### src/sv/assert_macros.svh
// Assertion macros shared by the subcode Q generator modules.
// Each macro clocks on clk and is disabled while rst_n is low.
`ifndef ASSERT_MACROS_SVH
`define ASSERT_MACROS_SVH

// Same-cycle implication.
`define CSQ_ASSERT_IMP(lbl, ante, cons, msg) \
    lbl: assert property (@(posedge clk) disable iff (!rst_n) (ante) |-> (cons)) else $error(msg);

// Next-cycle implication.
`define CSQ_ASSERT_NXT(lbl, ante, cons, msg) \
    lbl: assert property (@(posedge clk) disable iff (!rst_n) (ante) |=> (cons)) else $error(msg);

`endif

### src/sv/csq_pkg.sv
// Shared types, constants and helper functions of the subcode Q generator.
// No dependencies; the design modules and the testbench import this package.
package csq_pkg;

    localparam int TRACK_SLOTS_DEF = 99;
    localparam int CFG_IDX_W       = 4;
    localparam int QUEUE_DEPTH     = 2;
    localparam int Q_BYTES         = 12;
    localparam int DIV_W           = 21;
    localparam int REM_W           = 7;
    localparam int FRAMES_PER_SEC  = 75;
    localparam int SECS_PER_MIN    = 60;
    localparam int LEAD_IN_SECTORS = 150;

    // Configuration register indexes.
    localparam logic [CFG_IDX_W-1:0] CFG_BASE_TRACK  = 4'd0;
    localparam logic [CFG_IDX_W-1:0] CFG_TRACK_COUNT = 4'd1;

    // Q frame constants.
    localparam logic [3:0] ADR_MODE1   = 4'h1;
    localparam logic [7:0] SUB_PAUSE   = 8'h80;
    localparam logic [7:0] SUB_Q       = 8'h40;
    localparam logic [15:0] CRC_POLY   = 16'h1021;

    typedef struct packed {
        logic [6:0] base_track;
        logic [6:0] track_count;
    } csq_cfg_t;

    typedef struct packed {
        logic signed [19:0] start;
        logic [18:0]        length;
        logic [18:0]        pregap;
        logic [3:0]         control;
    } csq_entry_t;

    // Classified item passed from the front to the back through the queue.
    typedef struct packed {
        logic               is_query;
        logic               slot_ok;
        logic [6:0]         slot;
        csq_entry_t         entry;
        logic signed [19:0] lba;
    } csq_item_t;

    typedef enum logic [3:0] {
        ST_IDLE,
        ST_SCAN_RD,
        ST_SCAN_CHK,
        ST_LOAD_RD,
        ST_LOAD_CHK,
        ST_PREV_RD,
        ST_PREV_CHK,
        ST_DIV,
        ST_CRC,
        ST_EMIT
    } csq_state_t;

    // Binary to BCD of the low byte; values above 99 wrap in the tens digit.
    function automatic logic [7:0] to_bcd(input logic [7:0] v);
        logic [15:0] prod;
        logic [4:0]  tens;
        logic [7:0]  ones;
        prod = {8'd0, v} * 16'd205;
        tens = prod[15:11];
        ones = v - 8'({3'd0, tens} * 8'd10);
        return {tens[3:0], ones[3:0]};
    endfunction

    // One byte of the CRC-16 with polynomial 0x1021, MSB first.
    function automatic logic [15:0] crc_byte(input logic [15:0] c, input logic [7:0] b);
        logic [15:0] r;
        r = c ^ {b, 8'd0};
        for (int k = 0; k < 8; k++) begin
            r = r[15] ? ({r[14:0], 1'b0} ^ CRC_POLY) : {r[14:0], 1'b0};
        end
        return r;
    endfunction

endpackage

### src/sv/csq_queue.sv
// Short queue of classified items between the front and the back.
// Depends on csq_pkg for the item type and depth.
module csq_queue
    import csq_pkg::*;
(
    input  logic      clk,
    input  logic      rst_n,
    input  logic      push,
    input  csq_item_t push_item,
    output logic      full,
    input  logic      pop,
    output logic      head_valid,
    output csq_item_t head_item
);

    localparam int PTR_W = $clog2(QUEUE_DEPTH);

    csq_item_t          slots_reg [QUEUE_DEPTH];
    logic [PTR_W-1:0]   wr_ptr_reg;
    logic [PTR_W-1:0]   rd_ptr_reg;
    logic [PTR_W:0]     count_reg;

    assign full       = (count_reg == (PTR_W+1)'(QUEUE_DEPTH));
    assign head_valid = (count_reg != '0);
    assign head_item  = slots_reg[rd_ptr_reg];

    // Pointers and fill count.
    always_ff @(posedge clk or negedge rst_n)
    begin
        if (!rst_n)
        begin
            wr_ptr_reg <= '0;
            rd_ptr_reg <= '0;
            count_reg  <= '0;
        end
        else
        begin
            if (push)
                wr_ptr_reg <= wr_ptr_reg + 1'b1;
            if (pop)
                rd_ptr_reg <= rd_ptr_reg + 1'b1;
            if (push && !pop)
                count_reg <= count_reg + 1'b1;
            else if (pop && !push)
                count_reg <= count_reg - 1'b1;
        end
    end

    // Payload storage.
    always_ff @(posedge clk)
    begin
        if (push)
            slots_reg[wr_ptr_reg] <= push_item;
    end

endmodule

### config.mk
export PLATFORM = sky130hd
export DESIGN_NAME = csq_queue
export DESIGN_NICKNAME = d
export VERILOG_FILES = /design/src/sv/assert_macros.svh /design/src/sv/csq_pkg.sv /design/src/sv/csq_queue.sv
export SDC_FILE = /design/constraint.sdc
export NUM_CORES = 1
export LEC_CHECK = 0
export BUFFER_PORTS_ARGS = -buffer_cell sky130_fd_sc_hd__buf_2
export CORE_ASPECT_RATIO = 0.75
export CORE_MARGIN = 5
export CORE_UTILIZATION = 55
export DETAILED_ROUTE_END_ITERATION = 8
export PLACE_DENSITY = 0.83
export SYNTH_ARGS = -nofsm -noshare
export SYNTH_HDL_FRONTEND = slang
export SYNTH_SLANG_ARGS = --single-unit
### constraint.sdc
create_clock -name clk -period 8.1 [get_ports clk]
set_input_delay 0.405 -clock clk [delete_from_list [all_inputs] [get_ports clk]]
set_output_delay 0.405 -clock clk [all_outputs]
set_load 0.1 [all_outputs]
==> run_results.csv <==
group,metric,value,unit
synth,yosysSeqAreaShare,77.8,%
status,status,"completed",
cts,cts_sinks,186,
min_path,hold_path_class,"in -> reg",
cts,numCtsBuffers,17,
min_path,holdPathStages,1,
layout,fillers,859,
detailed_routing,dr.pass1.iters,4,
cts,root_buffer,"clkbuf_16",
detailed_routing,vias_per_cell,5.03,
placement,numPortBuffers,187,
worst_setup_path,regToRegSetupSlack,5.69,ns
timing,fin_crit_sh,41.9,%
cts,cts_tree,"yes",
detailed_routing,postRouteAntennaNets,0,
floorplan,core_area,12900,um^2
floorplan,dieArea,15400,um^2
floorplan,io_pins,188,
synth,yosys_warnings,0,
cts,cts_max_path_buffers,2,
global_routing,grt_overflow,0,
global_routing,grtUsageTotal,17.2,%
synth,synth_nets,395,
floorplan,rows,36,
detailed_routing,post-route-drc-count,0,
detailed_routing,drt_first_iter_violations,193,
worst_setup_path,worst_ep_arrival_time,2.99,ns
synth,synth_seq_cells,186,
timing,slew_headroom,38.3,%
worst_setup_path,timing.rr.start,"wr_ptr_reg",
timing,setup_viol,0,
global_routing,grt_pass1_vias,3724,
placement,globalplace.congestion,0.746,
timing,hold_viol_final,0,
cts,htreeDepth,4,
worst_setup_path,r2r-end,"slots_reg[0][5]",
floorplan,start_util,55.5,%
synth,avgSynthCellArea,23.9,um^2
min_path,hp-start,"push_item[76]",
global_routing,grt_antenna_before_repair,1,
layout,layout.nets,595,
floorplan,dieWidth,142,um
layout,final_cell_mix,"buf_2 (187), edfxtp_1 (182), mux2_4 (80)",
timing,fmax,294,MHz
layout,mostFrequentLayoutCell,"buf_2",
layout,largest_register_ffs,182,
cts,ctsResizeCount,0,
timing,whs,0.172,ns
layout,utilization,67.6,%
worst_setup_path,critPathLaunchType,"register",
floorplan,die_h,109,um
worst_setup_path,worst_r2r_path_depth,2,
timing,rsz0062_at_grt,"no",
global_routing,grt_max_degree,61,
worst_setup_path,cp.required,7.70,ns
worst_setup_path,end_kind,"output pin",
timing,drv_slew,0,
layout,drive_gt1_share,61.3,%
cts,clock_latency,0.42,ns
worst_setup_path,worstPathMaxFanout,47,
min_path,hold_path_end,"slots_reg[1][76]",
timing,fin_tns_setup,0,ns
synth,ys_types,15,
cts,worst_setup_hold_path_clk_slew,0.06,ns
synth,syn_area,7160,um^2
global_routing,grt_pass1_wl,19800,um
worst_setup_path,crit_type,"reg -> out",
placement,place_area,8170,um^2
synth,synthCells,299,
timing,finalCriticalPeriod,3.40,ns
layout,area_growth,21.8,%
flow_run,drv_cap,0,
detailed_routing,wirelength,13000,um
detailed_routing,wl_per_cell,19.0,um
layout,final_area,8710,um^2
timing,fin_worst_skew,0.00871,ns
placement,hpwl,8690,um
detailed_routing,vias,3442,
cts,cts_hold_buffers,1,
cts,cts_setup_buffers,0,
timing,tightest_slew,0.924,ns
cell families after synthesis:
| logic type | share of synthesized area, % |
|---|---|
| flops | 77.8 |
| mux | 18.5 |
| buf+inv | 2.52 |
| fa+ha+maj | 0.175 |
| simple gates | 0.402 |
| xor+xnor | 0.612 |
Yosys cell counts (all sizes together):
library cell,number,share of area (%)
edfxtp,182,76
mux2,91,19
buf,10,2.5
dfrtp,4,1.4
xor2,4,0.49
nor2b,2,0.17
and2,1,0.087
ha,1,0.17
inv,1,0.052
nor2,1,0.052
or2,1,0.087
xnor2,1,0.12
cell type report:
type	instances	area (um^2)	share of cell area [%]
Inverter	1	3.75	0.0431
Antenna cell	1	2.50	0.0287
Timing Repair Buffer	191	968	11.1
Clock inverter	13	104	1.19
Clock buffer	19	433	4.97
Multi-Input combinational cell	102	1420	16.3
Sequential cell	186	5570	63.9
Tap cell	171	214	2.46
metal layers:
layer | vias to the layer above | GRT usage [%] | wire, um | share of wire [%]
li1 | 1581 | - | - | -
met1 | 1684 | 21.5 | 5310 | 41
met2 | 163 | 27.4 | 6210 | 48
met3 | 12 | 7.58 | 1300 | 10
met4 | 2 | 5.34 | 135 | 1.0
met5 | - | 0 | 7 | 0.054
critical path, stage by stage (launching register included):
cell     delay, ns
dfrtp_4       0.95
buf_4         0.77
mux2_2        0.31
buf_2         0.43
per-stage QoR:
step	instances	setup WS, ns
after global routing	683	4.55
after detailed placement	650	5.10
after floorplan	299	3.11
after CTS	683	4.65
final	684	4.70
after global placement	650	5.12
worst max-delay path by stage:
stage | to | startpoint
floorplan | slots_reg[0][0] | wr_ptr_reg
global placement | head_item[61] | rd_ptr_reg
detailed placement | head_item[61] | rd_ptr_reg
CTS | head_item[61] | rd_ptr_reg
global route | head_item[64] | rd_ptr_reg
finish | head_item[61] | rd_ptr_reg
Power is left out: the tool's default activity adds up to more than one toggle a clock period on the data nets, which glitch-free logic cannot reach.
