==> src/sv/assert_macros.svh <==
// Assertion macros shared by the subcode Q generator modules.
// Each macro clocks on clk and is disabled while rst_n is low.
`ifndef ASSERT_MACROS_SVH
`define ASSERT_MACROS_SVH

// Same-cycle implication.
`define CSQ_ASSERT_IMP(lbl, ante, cons, msg) \
    lbl: assert property (@(posedge clk) disable iff (!rst_n) (ante) |-> (cons)) else $error(msg);

// Next-cycle implication.
`define CSQ_ASSERT_NXT(lbl, ante, cons, msg) \
    lbl: assert property (@(posedge clk) disable iff (!rst_n) (ante) |=> (cons)) else $error(msg);

`endif

==> src/sv/csq_pkg.sv <==
// Shared types, constants and helper functions of the subcode Q generator.
// No dependencies; the design modules and the testbench import this package.
package csq_pkg;

    localparam int TRACK_SLOTS_DEF = 99;
    localparam int CFG_IDX_W       = 4;
    localparam int QUEUE_DEPTH     = 2;
    localparam int Q_BYTES         = 12;
    localparam int DIV_W           = 21;
    localparam int REM_W           = 7;
    localparam int FRAMES_PER_SEC  = 75;
    localparam int SECS_PER_MIN    = 60;
    localparam int LEAD_IN_SECTORS = 150;

    // Configuration register indexes.
    localparam logic [CFG_IDX_W-1:0] CFG_BASE_TRACK  = 4'd0;
    localparam logic [CFG_IDX_W-1:0] CFG_TRACK_COUNT = 4'd1;

    // Q frame constants.
    localparam logic [3:0] ADR_MODE1   = 4'h1;
    localparam logic [7:0] SUB_PAUSE   = 8'h80;
    localparam logic [7:0] SUB_Q       = 8'h40;
    localparam logic [15:0] CRC_POLY   = 16'h1021;

    typedef struct packed {
        logic [6:0] base_track;
        logic [6:0] track_count;
    } csq_cfg_t;

    typedef struct packed {
        logic signed [19:0] start;
        logic [18:0]        length;
        logic [18:0]        pregap;
        logic [3:0]         control;
    } csq_entry_t;

    // Classified item passed from the front to the back through the queue.
    typedef struct packed {
        logic               is_query;
        logic               slot_ok;
        logic [6:0]         slot;
        csq_entry_t         entry;
        logic signed [19:0] lba;
    } csq_item_t;

    typedef enum logic [3:0] {
        ST_IDLE,
        ST_SCAN_RD,
        ST_SCAN_CHK,
        ST_LOAD_RD,
        ST_LOAD_CHK,
        ST_PREV_RD,
        ST_PREV_CHK,
        ST_DIV,
        ST_CRC,
        ST_EMIT
    } csq_state_t;

    // Binary to BCD of the low byte; values above 99 wrap in the tens digit.
    function automatic logic [7:0] to_bcd(input logic [7:0] v);
        logic [15:0] prod;
        logic [4:0]  tens;
        logic [7:0]  ones;
        prod = {8'd0, v} * 16'd205;
        tens = prod[15:11];
        ones = v - 8'({3'd0, tens} * 8'd10);
        return {tens[3:0], ones[3:0]};
    endfunction

    // One byte of the CRC-16 with polynomial 0x1021, MSB first.
    function automatic logic [15:0] crc_byte(input logic [15:0] c, input logic [7:0] b);
        logic [15:0] r;
        r = c ^ {b, 8'd0};
        for (int k = 0; k < 8; k++) begin
            r = r[15] ? ({r[14:0], 1'b0} ^ CRC_POLY) : {r[14:0], 1'b0};
        end
        return r;
    endfunction

endpackage

==> src/sv/csq_if.sv <==
// Channel interfaces of the subcode Q generator: request, response, config.
// No dependencies; the register index width is written out as four bits.
interface csq_req_if;
    logic               valid;
    logic               ready;
    logic               op;
    logic [6:0]         track_number;
    logic signed [19:0] track_start;
    logic [18:0]        track_length;
    logic [18:0]        pregap_length;
    logic [3:0]         track_control;
    logic signed [19:0] sector_address;

    modport source (output valid, op, track_number, track_start, track_length,
                    pregap_length, track_control, sector_address, input ready);
    modport sink (input valid, op, track_number, track_start, track_length,
                  pregap_length, track_control, sector_address, output ready);
endinterface


interface csq_cfg_if;
    logic       valid;
    logic       ready;
    logic [3:0] index;
    logic [6:0] data;

    modport source (output valid, index, data, input ready);
    modport sink (input valid, index, data, output ready);
endinterface

==> src/sv/csq_front.sv <==
// Front end: holds the configuration registers, accepts request transactions
// and classifies them for the queue. Depends on csq_pkg and csq_if.
module csq_front
    import csq_pkg::*;
#(
    parameter int TRACK_SLOTS = TRACK_SLOTS_DEF
) (
    input  logic       clk,
    input  logic       rst_n,
    csq_cfg_if.sink    cfg,
    csq_req_if.sink    req,
    input  logic       q_full,
    output logic       q_push,
    output csq_item_t  q_item,
    output csq_cfg_t   cfg_val
);

    logic [6:0] first_reg;
    logic [6:0] count_reg;

    // Configuration writes are always taken.
    assign cfg.ready = 1'b1;

    always_ff @(posedge clk or negedge rst_n)
    begin
        if (!rst_n)
        begin
            first_reg <= 7'd1;
            count_reg <= 7'd0;
        end
        else if (cfg.valid)
        begin
            case (cfg.index)
                CFG_BASE_TRACK:  first_reg <= cfg.data;
                CFG_TRACK_COUNT: count_reg <= cfg.data;
                default: ;
            endcase
        end
    end

    assign cfg_val.base_track  = first_reg;
    assign cfg_val.track_count = count_reg;

    // Accept while the queue has room.
    assign req.ready = !q_full;
    assign q_push    = req.valid && !q_full;

    // Classify: operation and whether the written slot exists.
    always_comb
    begin
        q_item.is_query      = req.op;
        q_item.slot_ok       = (req.track_number != 7'd0) &&
                               (req.track_number <= 7'(TRACK_SLOTS));
        q_item.slot          = req.track_number - 7'd1;
        q_item.entry.start   = req.track_start;
        q_item.entry.length  = req.track_length;
        q_item.entry.pregap  = req.pregap_length;
        q_item.entry.control = req.track_control;
        q_item.lba           = req.sector_address;
    end

endmodule

==> src/flat_wrapper.sv <==
// flat-port wrapper written by rule: the top's interface ports become plain ports
module csq_front_flat import csq_pkg::*;
#(
    parameter int TRACK_SLOTS = TRACK_SLOTS_DEF
)
  (clk, rst_n, q_full, q_push, q_item, cfg_val, cfg_valid, cfg_index, cfg_data, cfg_ready, req_valid, req_op, req_track_number, req_track_start, req_track_length, req_pregap_length, req_track_control, req_sector_address, req_ready);
  csq_cfg_if cfg_i ();
  csq_req_if req_i ();
  input  logic clk;
  input  logic rst_n;
  input  logic q_full;
  output logic q_push;
  output csq_item_t q_item;
  output csq_cfg_t cfg_val;
  input wire logic [$bits(cfg_i.valid)-1:0] cfg_valid;
  input wire logic [$bits(cfg_i.index)-1:0] cfg_index;
  input wire logic [$bits(cfg_i.data)-1:0] cfg_data;
  output wire logic [$bits(cfg_i.ready)-1:0] cfg_ready;
  input wire logic [$bits(req_i.valid)-1:0] req_valid;
  input wire logic [$bits(req_i.op)-1:0] req_op;
  input wire logic [$bits(req_i.track_number)-1:0] req_track_number;
  input wire logic [$bits(req_i.track_start)-1:0] req_track_start;
  input wire logic [$bits(req_i.track_length)-1:0] req_track_length;
  input wire logic [$bits(req_i.pregap_length)-1:0] req_pregap_length;
  input wire logic [$bits(req_i.track_control)-1:0] req_track_control;
  input wire logic [$bits(req_i.sector_address)-1:0] req_sector_address;
  output wire logic [$bits(req_i.ready)-1:0] req_ready;
  assign cfg_i.valid = cfg_valid;
  assign cfg_i.index = cfg_index;
  assign cfg_i.data = cfg_data;
  assign cfg_ready = cfg_i.ready;
  assign req_i.valid = req_valid;
  assign req_i.op = req_op;
  assign req_i.track_number = req_track_number;
  assign req_i.track_start = req_track_start;
  assign req_i.track_length = req_track_length;
  assign req_i.pregap_length = req_pregap_length;
  assign req_i.track_control = req_track_control;
  assign req_i.sector_address = req_sector_address;
  assign req_ready = req_i.ready;
  csq_front #(.TRACK_SLOTS(TRACK_SLOTS)) u_core (.clk(clk), .rst_n(rst_n), .cfg(cfg_i), .req(req_i), .q_full(q_full), .q_push(q_push), .q_item(q_item), .cfg_val(cfg_val));
endmodule
==> config.mk <==
export PLATFORM = sky130hd
export DESIGN_NAME = csq_front_flat
export DESIGN_NICKNAME = d
export VERILOG_FILES = /design/src/sv/assert_macros.svh /design/src/sv/csq_pkg.sv /design/src/sv/csq_if.sv /design/src/sv/csq_front.sv /design/src/flat_wrapper.sv
export SDC_FILE = /design/constraint.sdc
export NUM_CORES = 1
export LEC_CHECK = 0
export BUFFER_PORTS_ARGS = -buffer_cell sky130_fd_sc_hd__buf_2
export CORE_AREA = 2 2 82 84
export CTS_CLUSTER_SIZE = 10
export DETAILED_ROUTE_END_ITERATION = 10
export DIE_AREA = 0 0 84 86
export PLACE_DENSITY = 0.74
export SYNTH_ARGS = -nofsm -noshare
export SYNTH_HDL_FRONTEND = slang
export SYNTH_SLANG_ARGS = --single-unit
==> constraint.sdc <==
create_clock -name clk -period 0.85 [get_ports clk]
set_clock_uncertainty 0.05 [all_clocks]
set_input_delay 0.085 -clock clk [delete_from_list [all_inputs] [get_ports clk]]
set_output_delay 0.085 -clock clk [all_outputs]
set_load 0.05 [all_outputs]
==> flow_summary.yaml, run 1 <==
outcome:
  status: "finished, violations left"
  violations: "setup timing"
final_layout:
  final_nets: 234
  syn2layout_area_growth_pct: 27.15
  layout-drive-gt1-share: 0.9113
  design_area_um2: 1723
  diodes: 0
  stdcell_count: 201
  fin_util: 0.2745
floorplan:
  start_util: 0.2159
  chipHeight_um: 86
  die_w_um: 84
  design.die.area_um2: 7224
  ios: 214
  num_rows: 29
  coreArea_um2: 6277
synth:
  synthAdderAreaFrac: 0.02770
  synth_top_family_by_area: "buffers and inverters"
  yosys_most_used_dff: "dfrtp_1"
  yosysUniqueCellTypes: 22
  ys_seq_area_frac: 0.2595
  synth.most_common_cell: "buf_4"
  syn_avg_cell_area_um2: 9.610
  synth_area_leaders: "buf_4 47%, dfrtp_1 24%, mux2_2 12%, ha_1 2.8%, dfstp_2 1.9%"
  synth_compound_area_frac: 0.01016
  synth_area_leader_cell: "buf_4"
  synth_top_area_frac: 0.4654
  synthMuxAreaShare: 0.1163
  ys_ff_latch: 14
  syn-num-nets: 250
  synth_area_um2: 1355
  synth_edf_count: 0
  synth_cells: 141
  yosysWarnings: 0
  synth_xor_area_frac: 0.03232
  yosys.area_share.simple: 0.06648
  async_flop_share: 1.000
  synthTopCellsByCount: "84 x buf_4, 14 x mux2_2, 13 x dfrtp_1"
routing:
  wl_per_cell_um: 14.31
  viasPerCell: 3.886
  drtIter0Drc: 3
  wl_um: 2876
  dr.pass1.iters: 2
  vias: 781
  ant_nets: 0
  drc: 0
setup_path:
  worstReg2RegEnd: "u_core.count_reg[2]$_DFFE_PN0P_"
  path_max_fanout: 3
  crit_required_ns: 0.71
  start_kind: "primary input"
  endpoint: "q_item[87]"
  critical_path_arrival_ns: 1.14
  crit_type: "primary input to primary output"
  startpoint: "req_track_number[3]"
  r2r_cells: 1
  cp-end-kind: "primary output"
  r2r_setup_slack_ns: 0
  r2r_start: "u_core.count_reg[2]$_DFFE_PN0P_"
timing:
  finalSetupViolCount: 35
  slew_viol_final: 0
  holdWs_ns: 0.03491
  worst_slack_ns: -0.4292
  max_freq_mhz: 781.7
  finalHoldViolCount: 0
  rsz0062_at_grt: "yes"
  period_share: 1.505
  post-route-min-period_ns: 1.279
  tns_ns: -5.163
min_path:
  whs_path_depth: 2
  hold_class: "primary input to register"
placement:
  dp_slack_ns: -0.6054
  dp_cells: 192
  gp_congestion: 0.7643
  io_buffers: 46
  dp_hpwl_um: 2212
  place_area_um2: 1328
pwr:
  p_seq_frac: 0.293
  p_leak_nw: 0.7676
  power_report.internal_total_mw: 1.968
  p_sw_frac: 0.4023
  p_sw_mw: 1.325
  finalPower_mw: 3.293
  power_density_nw_per_um2: 1911
  combPwrFrac: 0.511
  clkPwrFrac: 0.196
  peakVddDrop_mv: 1.266
global_route:
  antenna_found_initial: 0
  grt_pass1_vias: 885
  grt_pass1_wl_um: 4471
  grt_max_degree: 15
  grt-ovfl-total: 0
  grt_use_total: 0.07891
run:
  maxCapViolCount: 0
cts:
  clk_latency_ns: 0.24
  cts.path.max_buffers: 2
  h-tree-depth: 1
  cts-buffers-inserted: 3
  cts.clk_slew.worst_paths_ns: 0.06
  cts_root_buffer: "clkbuf_8"
  clock-sinks: 14
  cts_tree: "yes"
[cell usage in the layout (no fill, tap or decap), drive strengths merged, types with 2 or more instances in the layout]
cell | netlist | routed
ha | 3 | 3
clkbuf | 0 | 4
buf | 85 | 63
inv | 4 | 3
mux2 | 14 | 14
xnor2 | 2 | 2
nand2 | 4 | 4
dfrtp | 13 | 13
nor3 | 2 | 2
xor2 | 3 | 3
[power groups by stage]
stage	sequential, mW	clock (mW)	combinational (mW)
after floorplan	1.49	0	1.46
after global placement	0.931	0	1.34
after detailed placement	0.935	0	1.35
after CTS	0.968	0.662	1.67
after global routing	0.988	0.700	1.75
final	0.966	0.644	1.68
[worst max-delay path: stages]
cell and delay (ns):
buf_6 0.09, or3_4 0.40, nor3_4 0.22, xor2_4 0.17, buf_6 0.17
[area by class of cell]
cell class              count  area (um^2)
well taps                  77        96.34
multi-input cells          38        596.8
flip-flops and latches     14        360.3
clock buffers               4        55.05
repair buffers             64        593.1
fillers                   641         4554
inverters                   4        21.27
[kinds of logic after synthesis]
family          count (synthesis)
compound gates                  2
xor+xnor                        5
fa+ha+maj                       3
buf+inv                        89
flops                          14
mux                            14
other cells                     1
simple gates                   13
[worst min-delay path by stage]
stage | from | end
5_1_grt | cfg_data[0] | u_core.first_reg[0]$_DFFE_PN1P_
6_report | cfg_data[0] | u_core.first_reg[0]$_DFFE_PN1P_
3_3_place_gp | rst_n | u_core.first_reg[4]$_DFFE_PN0P_
4_1_cts | cfg_data[0] | u_core.first_reg[0]$_DFFE_PN1P_
2_1_floorplan | rst_n | u_core.count_reg[0]$_DFFE_PN0P_
3_5_place_dp | rst_n | u_core.first_reg[1]$_DFFE_PN0P_
[metal layers]
metal  vias up  part of all wire  global-route usage
met3        30              0.12             0.03946
met2        67              0.54              0.1433
met4         0             0.055             0.05132
li1        326                 -                   -
met5         -                 0                   0
met1       358              0.29             0.06876
[timing repair]
action	CTS	global route
endpoints found under the setup margin	35	36
setup buffers	3	2
gates resized for setup	74	7
hold buffers	1	0
hold endpoints to repair	14	0
pin swaps	10	12
cloned	0	0
No activity file was read; power rests on OpenSTA's default activity.
==> run 2, diff against run 1 <==
Settings changed: REMOVE_ABC_BUFFERS set to 1.
==> run 2 against run 1 <==
Clock-buffer cell count unchanged. The flow still finishes with violations (setup timing). Combinational power fell by 4%. Register-to-register slack about the same. Routed wire length grew to 3.7 times the previous value. Via count up 16%. Clock power hardly changed. Total power decreased by 2.7%. Fmax up 3.9%.
==> flow_summary.yaml, run 2 (synthesis results as in run 1) <==
routing:
  wl_per_cell_um: 54.88
  ant_nets: 0
  wl_met3_um: 3110
  dr.pass1.iters: 4
  drc: 0
  highest_layer: "met5"
  wl_met2_um: 5882
  vias: 907
  wl_met1_um: 850
  wl_um: 10760
  viasPerCell: 4.628
  drtIter0Drc: 41
setup_path:
  path_max_fanout: 3
  cp-end-kind: "primary output"
  r2r_cells: 1
  worstReg2RegEnd: "u_core.count_reg[4]$_DFFE_PN0P_"
  crit_type: "primary input to primary output"
  critical_path_arrival_ns: 1.10
  crit_required_ns: 0.71
  critical-path-slowest-cell: "or3_4"
  max_stage_delay_ns: 0.38
  cp_cell_sequence: "buf_8 > or3_4 > nor3_2 > xor2_1 > buf_4"
  r2r_setup_slack_ns: 0.01
  start_kind: "primary input"
  r2r_start: "u_core.count_reg[4]$_DFFE_PN0P_"
placement:
  dp_hpwl_um: 9954
  io_buffers: 46
  dp_slack_ns: -0.4875
  gp_congestion: 0.9414
  place_area_um2: 1112
final_layout:
  diodes: 0
  layout-drive-gt1-share: 0.7647
  final_nets: 229
  syn2layout_area_growth_pct: 13.76
  fin_util: 0.2456
  multi_input_area_um2: 469.2
  seq_area_um2: 351.6
  design_area_um2: 1541
  fillers: 649
  final_common_cell: "buf_6"
  final_cell_mix: "23 x buf_6, 18 x buf_2, 13 x dfrtp_1"
timing:
  finalHoldViolCount: 0
  period_share: 1.449
  finalSetupViolCount: 34
  slew_viol_final: 0
  max_freq_mhz: 812.1
  worst_slack_ns: -0.3814
  post-route-min-period_ns: 1.231
  holdWs_ns: 0.04165
  rsz0062_at_grt: "yes"
floorplan:
  ios: 214
  die_w_um: 84
  start_util: 0.2159
  coreArea_um2: 6277
  num_rows: 29
  chipHeight_um: 86
  design.die.area_um2: 7224
min_path:
  whs_path_depth: 2
  hp-start: "cfg_data[5]"
  hold_class: "primary input to register"
  min_to: "u_core.count_reg[5]$_DFFE_PN0P_"
pwr:
  p_sw_mw: 1.303
  peakVddDrop_mv: 0.7416
  combPwrFrac: 0.501
  p_sw_frac: 0.4066
  p_leak_nw: 0.7271
  power_report.internal_total_mw: 1.902
  clkPwrFrac: 0.200
  power_density_nw_per_um2: 2079
  p_seq_frac: 0.299
global_route:
  grt-ovfl-total: 0
  grt_pass1_vias: 945
  grt_max_degree: 15
  antenna_found_initial: 0
  grt_pass1_wl_um: 12630
  grt_use_total: 0.2871
outcome:
  violations: "setup timing"
  status: "finished, violations left"
cts:
  cts_tree: "yes"
  cts.clk_slew.worst_paths_ns: 0.06
  cts-buffers-inserted: 3
  cts_root_buffer: "clkbuf_8"
  h-tree-depth: 1
  cts.path.max_buffers: 2
  clock-sinks: 14
  clk_latency_ns: 0.24
run:
  maxCapViolCount: 0
-- run 2: changes by cell type in the layout (fill, tap and decap cells not counted), moves of 2 or more --
cell	before	now
xor2_1	0	2
buf_4	9	12
buf_6	32	23
xor2_4	3	0
dfrtp_1	6	13
dfrtp_2	7	0
xnor2_4	2	0
-- run 2: repair_timing --
action                                 4_1_cts  5_1_grt
setup buffers                                4        0
endpoints found under the hold margin       14        0
resized for setup                           76       12
pin swaps                                    8        4
hold buffers                                 1        0
setup endpoints to repair                   35       35
-- run 2: stage by stage --
stage                     total power, mW  instances  TNS (ns)
after floorplan                     1.787         56    -8.284
after detailed placement            2.145        187    -7.958
after global placement              2.126        187    -7.536
after global routing                3.323        196    -4.768
final                               3.205        196    -3.873
after CTS                           3.177        196    -3.947
-- run 2: power by group through the flow --
stage	registers [mW]	clock network, mW	logic [mW]
floorplan	1.47	0	0.318
global placement	0.918	0	1.21
detailed placement	0.921	0	1.22
CTS	0.956	0.652	1.57
global route	0.966	0.698	1.66
finish	0.957	0.642	1.61
-- run 2: area by class of cell --
| class | instances | area share |
|---|---|---|
| multi-input combinational | 38 | 0.3044 |
| clock buffer | 4 | 0.03571 |
| timing repair buffer | 59 | 0.3466 |
| sequential | 14 | 0.2281 |
| inverter | 4 | 0.02273 |
| tap | 77 | 0.06250 |
-- run 2: per-layer routing --
layer,global-route usage,vias to the layer above
met3,0.4062,38
met4,0.1804,2
met1,0.06345,379
met2,0.5491,169
li1,-,319
met5,0.09790,-
-- run 2: how the worst max path moves through the flow --
stage,from,to,slack [ns],cells after the start
global route,req_track_number[4],q_item[89],-0.44,5
floorplan,req_track_number[0],q_item[88],-0.89,4
global placement,req_track_number[2],q_item[87],-0.48,5
finish,req_track_number[4],q_item[87],-0.38,5
CTS,req_track_number[4],q_item[89],-0.36,5
detailed placement,cfg_index[1],u_core.first_reg[6]$_DFFE_PN0P_,-0.49,5
-- run 2: worst max-delay path: cells and delay by family --
| family | cells | cell delay (ns) |
|---|---|---|
| buffers and inverters | 2 | 0.31 |
| xor gates and xnor gates | 1 | 0.16 |
| and+or+nand+nor | 2 | 0.54 |
==> run 3, diff against run 2 <==
Settings changed: CORE_AREA 2 2 82 84 to 2 2 83 85, DIE_AREA 0 0 84 86 to 0 0 85 87, PLACE_DENSITY 0.74 to 0.7.
Clock period 0.85 ns to 1.2 ns, I/O delays scaled along.
==> run 3 against run 2 <==
The run still ends with setup timing left. Sequential share of layout area up 5.6 points. Critical path depth unchanged. Sequential cell count unchanged. Register-to-register slack better by 0.38 ns. Via count down 6.4%. First-iteration DRC count down 59%. Largest cell class is now multi-input gates. Clock power down 30%. Final area down 20%. Setup slack better by 0.26 ns. Global-route usage down 3.3 points. Largest power group unchanged.
==> flow_summary.yaml, run 3 (synthesis results as in run 1) <==
outcome:
  status: "finished, violations left"
  violations: "setup timing"
floorplan:
  num_rows: 30
  die_w_um: 85
  ios: 214
  chipHeight_um: 87
  start_util: 0.2063
  coreArea_um2: 6569
  design.die.area_um2: 7395
cts:
  clock-sinks: 14
  cts-buffers-inserted: 3
  clk_latency_ns: 0.24
  h-tree-depth: 1
  cts_tree: "yes"
  cts.path.max_buffers: 2
  cts_root_buffer: "clkbuf_8"
  cts.clk_slew.worst_paths_ns: 0.06
routing:
  dr.pass1.iters: 3
  drc: 0
  drtIter0Drc: 17
  wl_um: 10040
  viasPerCell: 4.332
  vias: 849
  ant_nets: 0
  wl_per_cell_um: 51.24
setup_path:
  critical-path-slowest-cell: "or3_4"
  cp_cell_sequence: "buf_6 > or3_4 > o21bai_1 > a31oi_1 > buf_4"
  cp-end-kind: "primary output"
  max_stage_delay_ns: 0.38
  start_kind: "primary input"
  path_max_fanout: 3
  crit_type: "primary input to primary output"
  critical_path_arrival_ns: 1.15
  crit_required_ns: 1.03
timing:
  rsz0062_at_grt: "yes"
  worst_slack_ns: -0.1194
  post-route-min-period_ns: 1.319
  period_share: 1.099
  finalHoldViolCount: 0
  tns_ns: -0.2367
  finalSetupViolCount: 3
  max_freq_mhz: 757.9
  slew_viol_final: 0
run:
  maxCapViolCount: 0
final_layout:
  final_nets: 226
  design_area_um2: 1237
  final_common_cell: "buf_2"
  stdcell_count: 196
  layout-drive-gt1-share: 0.7155
  syn2layout_area_growth_pct: -8.679
  final_cell_mix: "38 x buf_2, 14 x mux2_2, 14 x buf_4"
  diodes: 0
  fin_util: 0.1884
min_path:
  hold_class: "primary input to register"
placement:
  place_area_um2: 1111
  gp_congestion: 1.029
  dp_cells: 191
  io_buffers: 46
  dp_slack_ns: -0.2393
pwr:
  p_seq_frac: 0.322
  combPwrFrac: 0.450
  power_report.internal_total_mw: 1.128
  p_sw_uw: 845.2
  power_density_nw_per_um2: 1595
  clkPwrFrac: 0.227
  p_leak_nw: 0.6136
  peakVddDrop_mv: 0.4974
  p_sw_frac: 0.4282
global_route:
  grt_pass1_vias: 753
  grt_pass1_wl_um: 11330
  grt-ovfl-total: 0
  antenna_found_initial: 0
  grt_max_degree: 15
  grt_use_total: 0.2543
-- run 3: changes by cell type in the layout (fill, tap and decap cells not counted), sizes merged --
cell	previous run	this run
buf	58	54
clkbuf	4	5
clkinv	1	0
inv	3	4
-- run 3: final timing paths --
check                      cells past startpoint                       startpoint  slack, ns                               to
min reg2reg                                    1  u_core.first_reg[2]$_DFFE_PN0P_       0.45  u_core.first_reg[2]$_DFFE_PN0P_
max                                            5              req_track_number[4]      -0.12                       q_item[89]
min in group asynchronous                      2                            rst_n       0.26  u_core.first_reg[4]$_DFFE_PN0P_
min                                            2                      cfg_data[2]       0.07  u_core.first_reg[2]$_DFFE_PN0P_
max in group asynchronous                      2                            rst_n       0.55  u_core.first_reg[0]$_DFFE_PN1P_
max reg2reg                                    1  u_core.count_reg[6]$_DFFE_PN0P_       0.39  u_core.count_reg[6]$_DFFE_PN0P_
-- run 3: area by class of cell --
cell class	instances	area (um^2)
Clock buffer	4	55.05
Fill cell	716	5331
Inverter	4	15.01
Multi-Input combinational cell	38	380.4
Sequential cell	14	351.6
Tap cell	80	100.1
Timing Repair Buffer	56	335.3
-- run 3: power groups by stage --
stage / sequential, mW / combinational, mW / clock [mW]
floorplan: 1.04 / 0.226 / 0
global placement: 0.639 / 0.860 / 0
detailed placement: 0.645 / 0.865 / 0
CTS: 0.637 / 0.883 / 0.461
global route: 0.648 / 0.922 / 0.484
finish: 0.636 / 0.889 / 0.448
-- run 3: repair_timing --
action,CTS,global route
gates resized for setup,10,6
hold endpoints to repair,14,0
pin swaps,3,2
hold buffers,1,0
setup endpoints to repair,5,6
setup buffers,0,0
-- run 3: routing by layer --
metal | part of all wire | wire length (um) | track usage
met1 | 0.084 | 847 | 0.05006
met2 | 0.54 | 5408 | 0.4858
met3 | 0.32 | 3261 | 0.4095
met4 | 0.048 | 482 | 0.1025
met5 | 0.0043 | 43 | 0.04895
-- run 3: critical path: cells and delay by family --
family / cells / cell delay, ns
compound gates: 2 / 0.33
buf+inv: 2 / 0.32
simple gates: 1 / 0.38
-- run 3: metrics by stage --
stage,total power [mW],hold slack [ns]
3_3_place_gp,1.498,-0.01703
2_1_floorplan,1.266,-0.2256
4_1_cts,1.981,0.06546
6_report,1.974,0.07151
3_5_place_dp,1.510,-0.01587
5_1_grt,2.054,0.07041
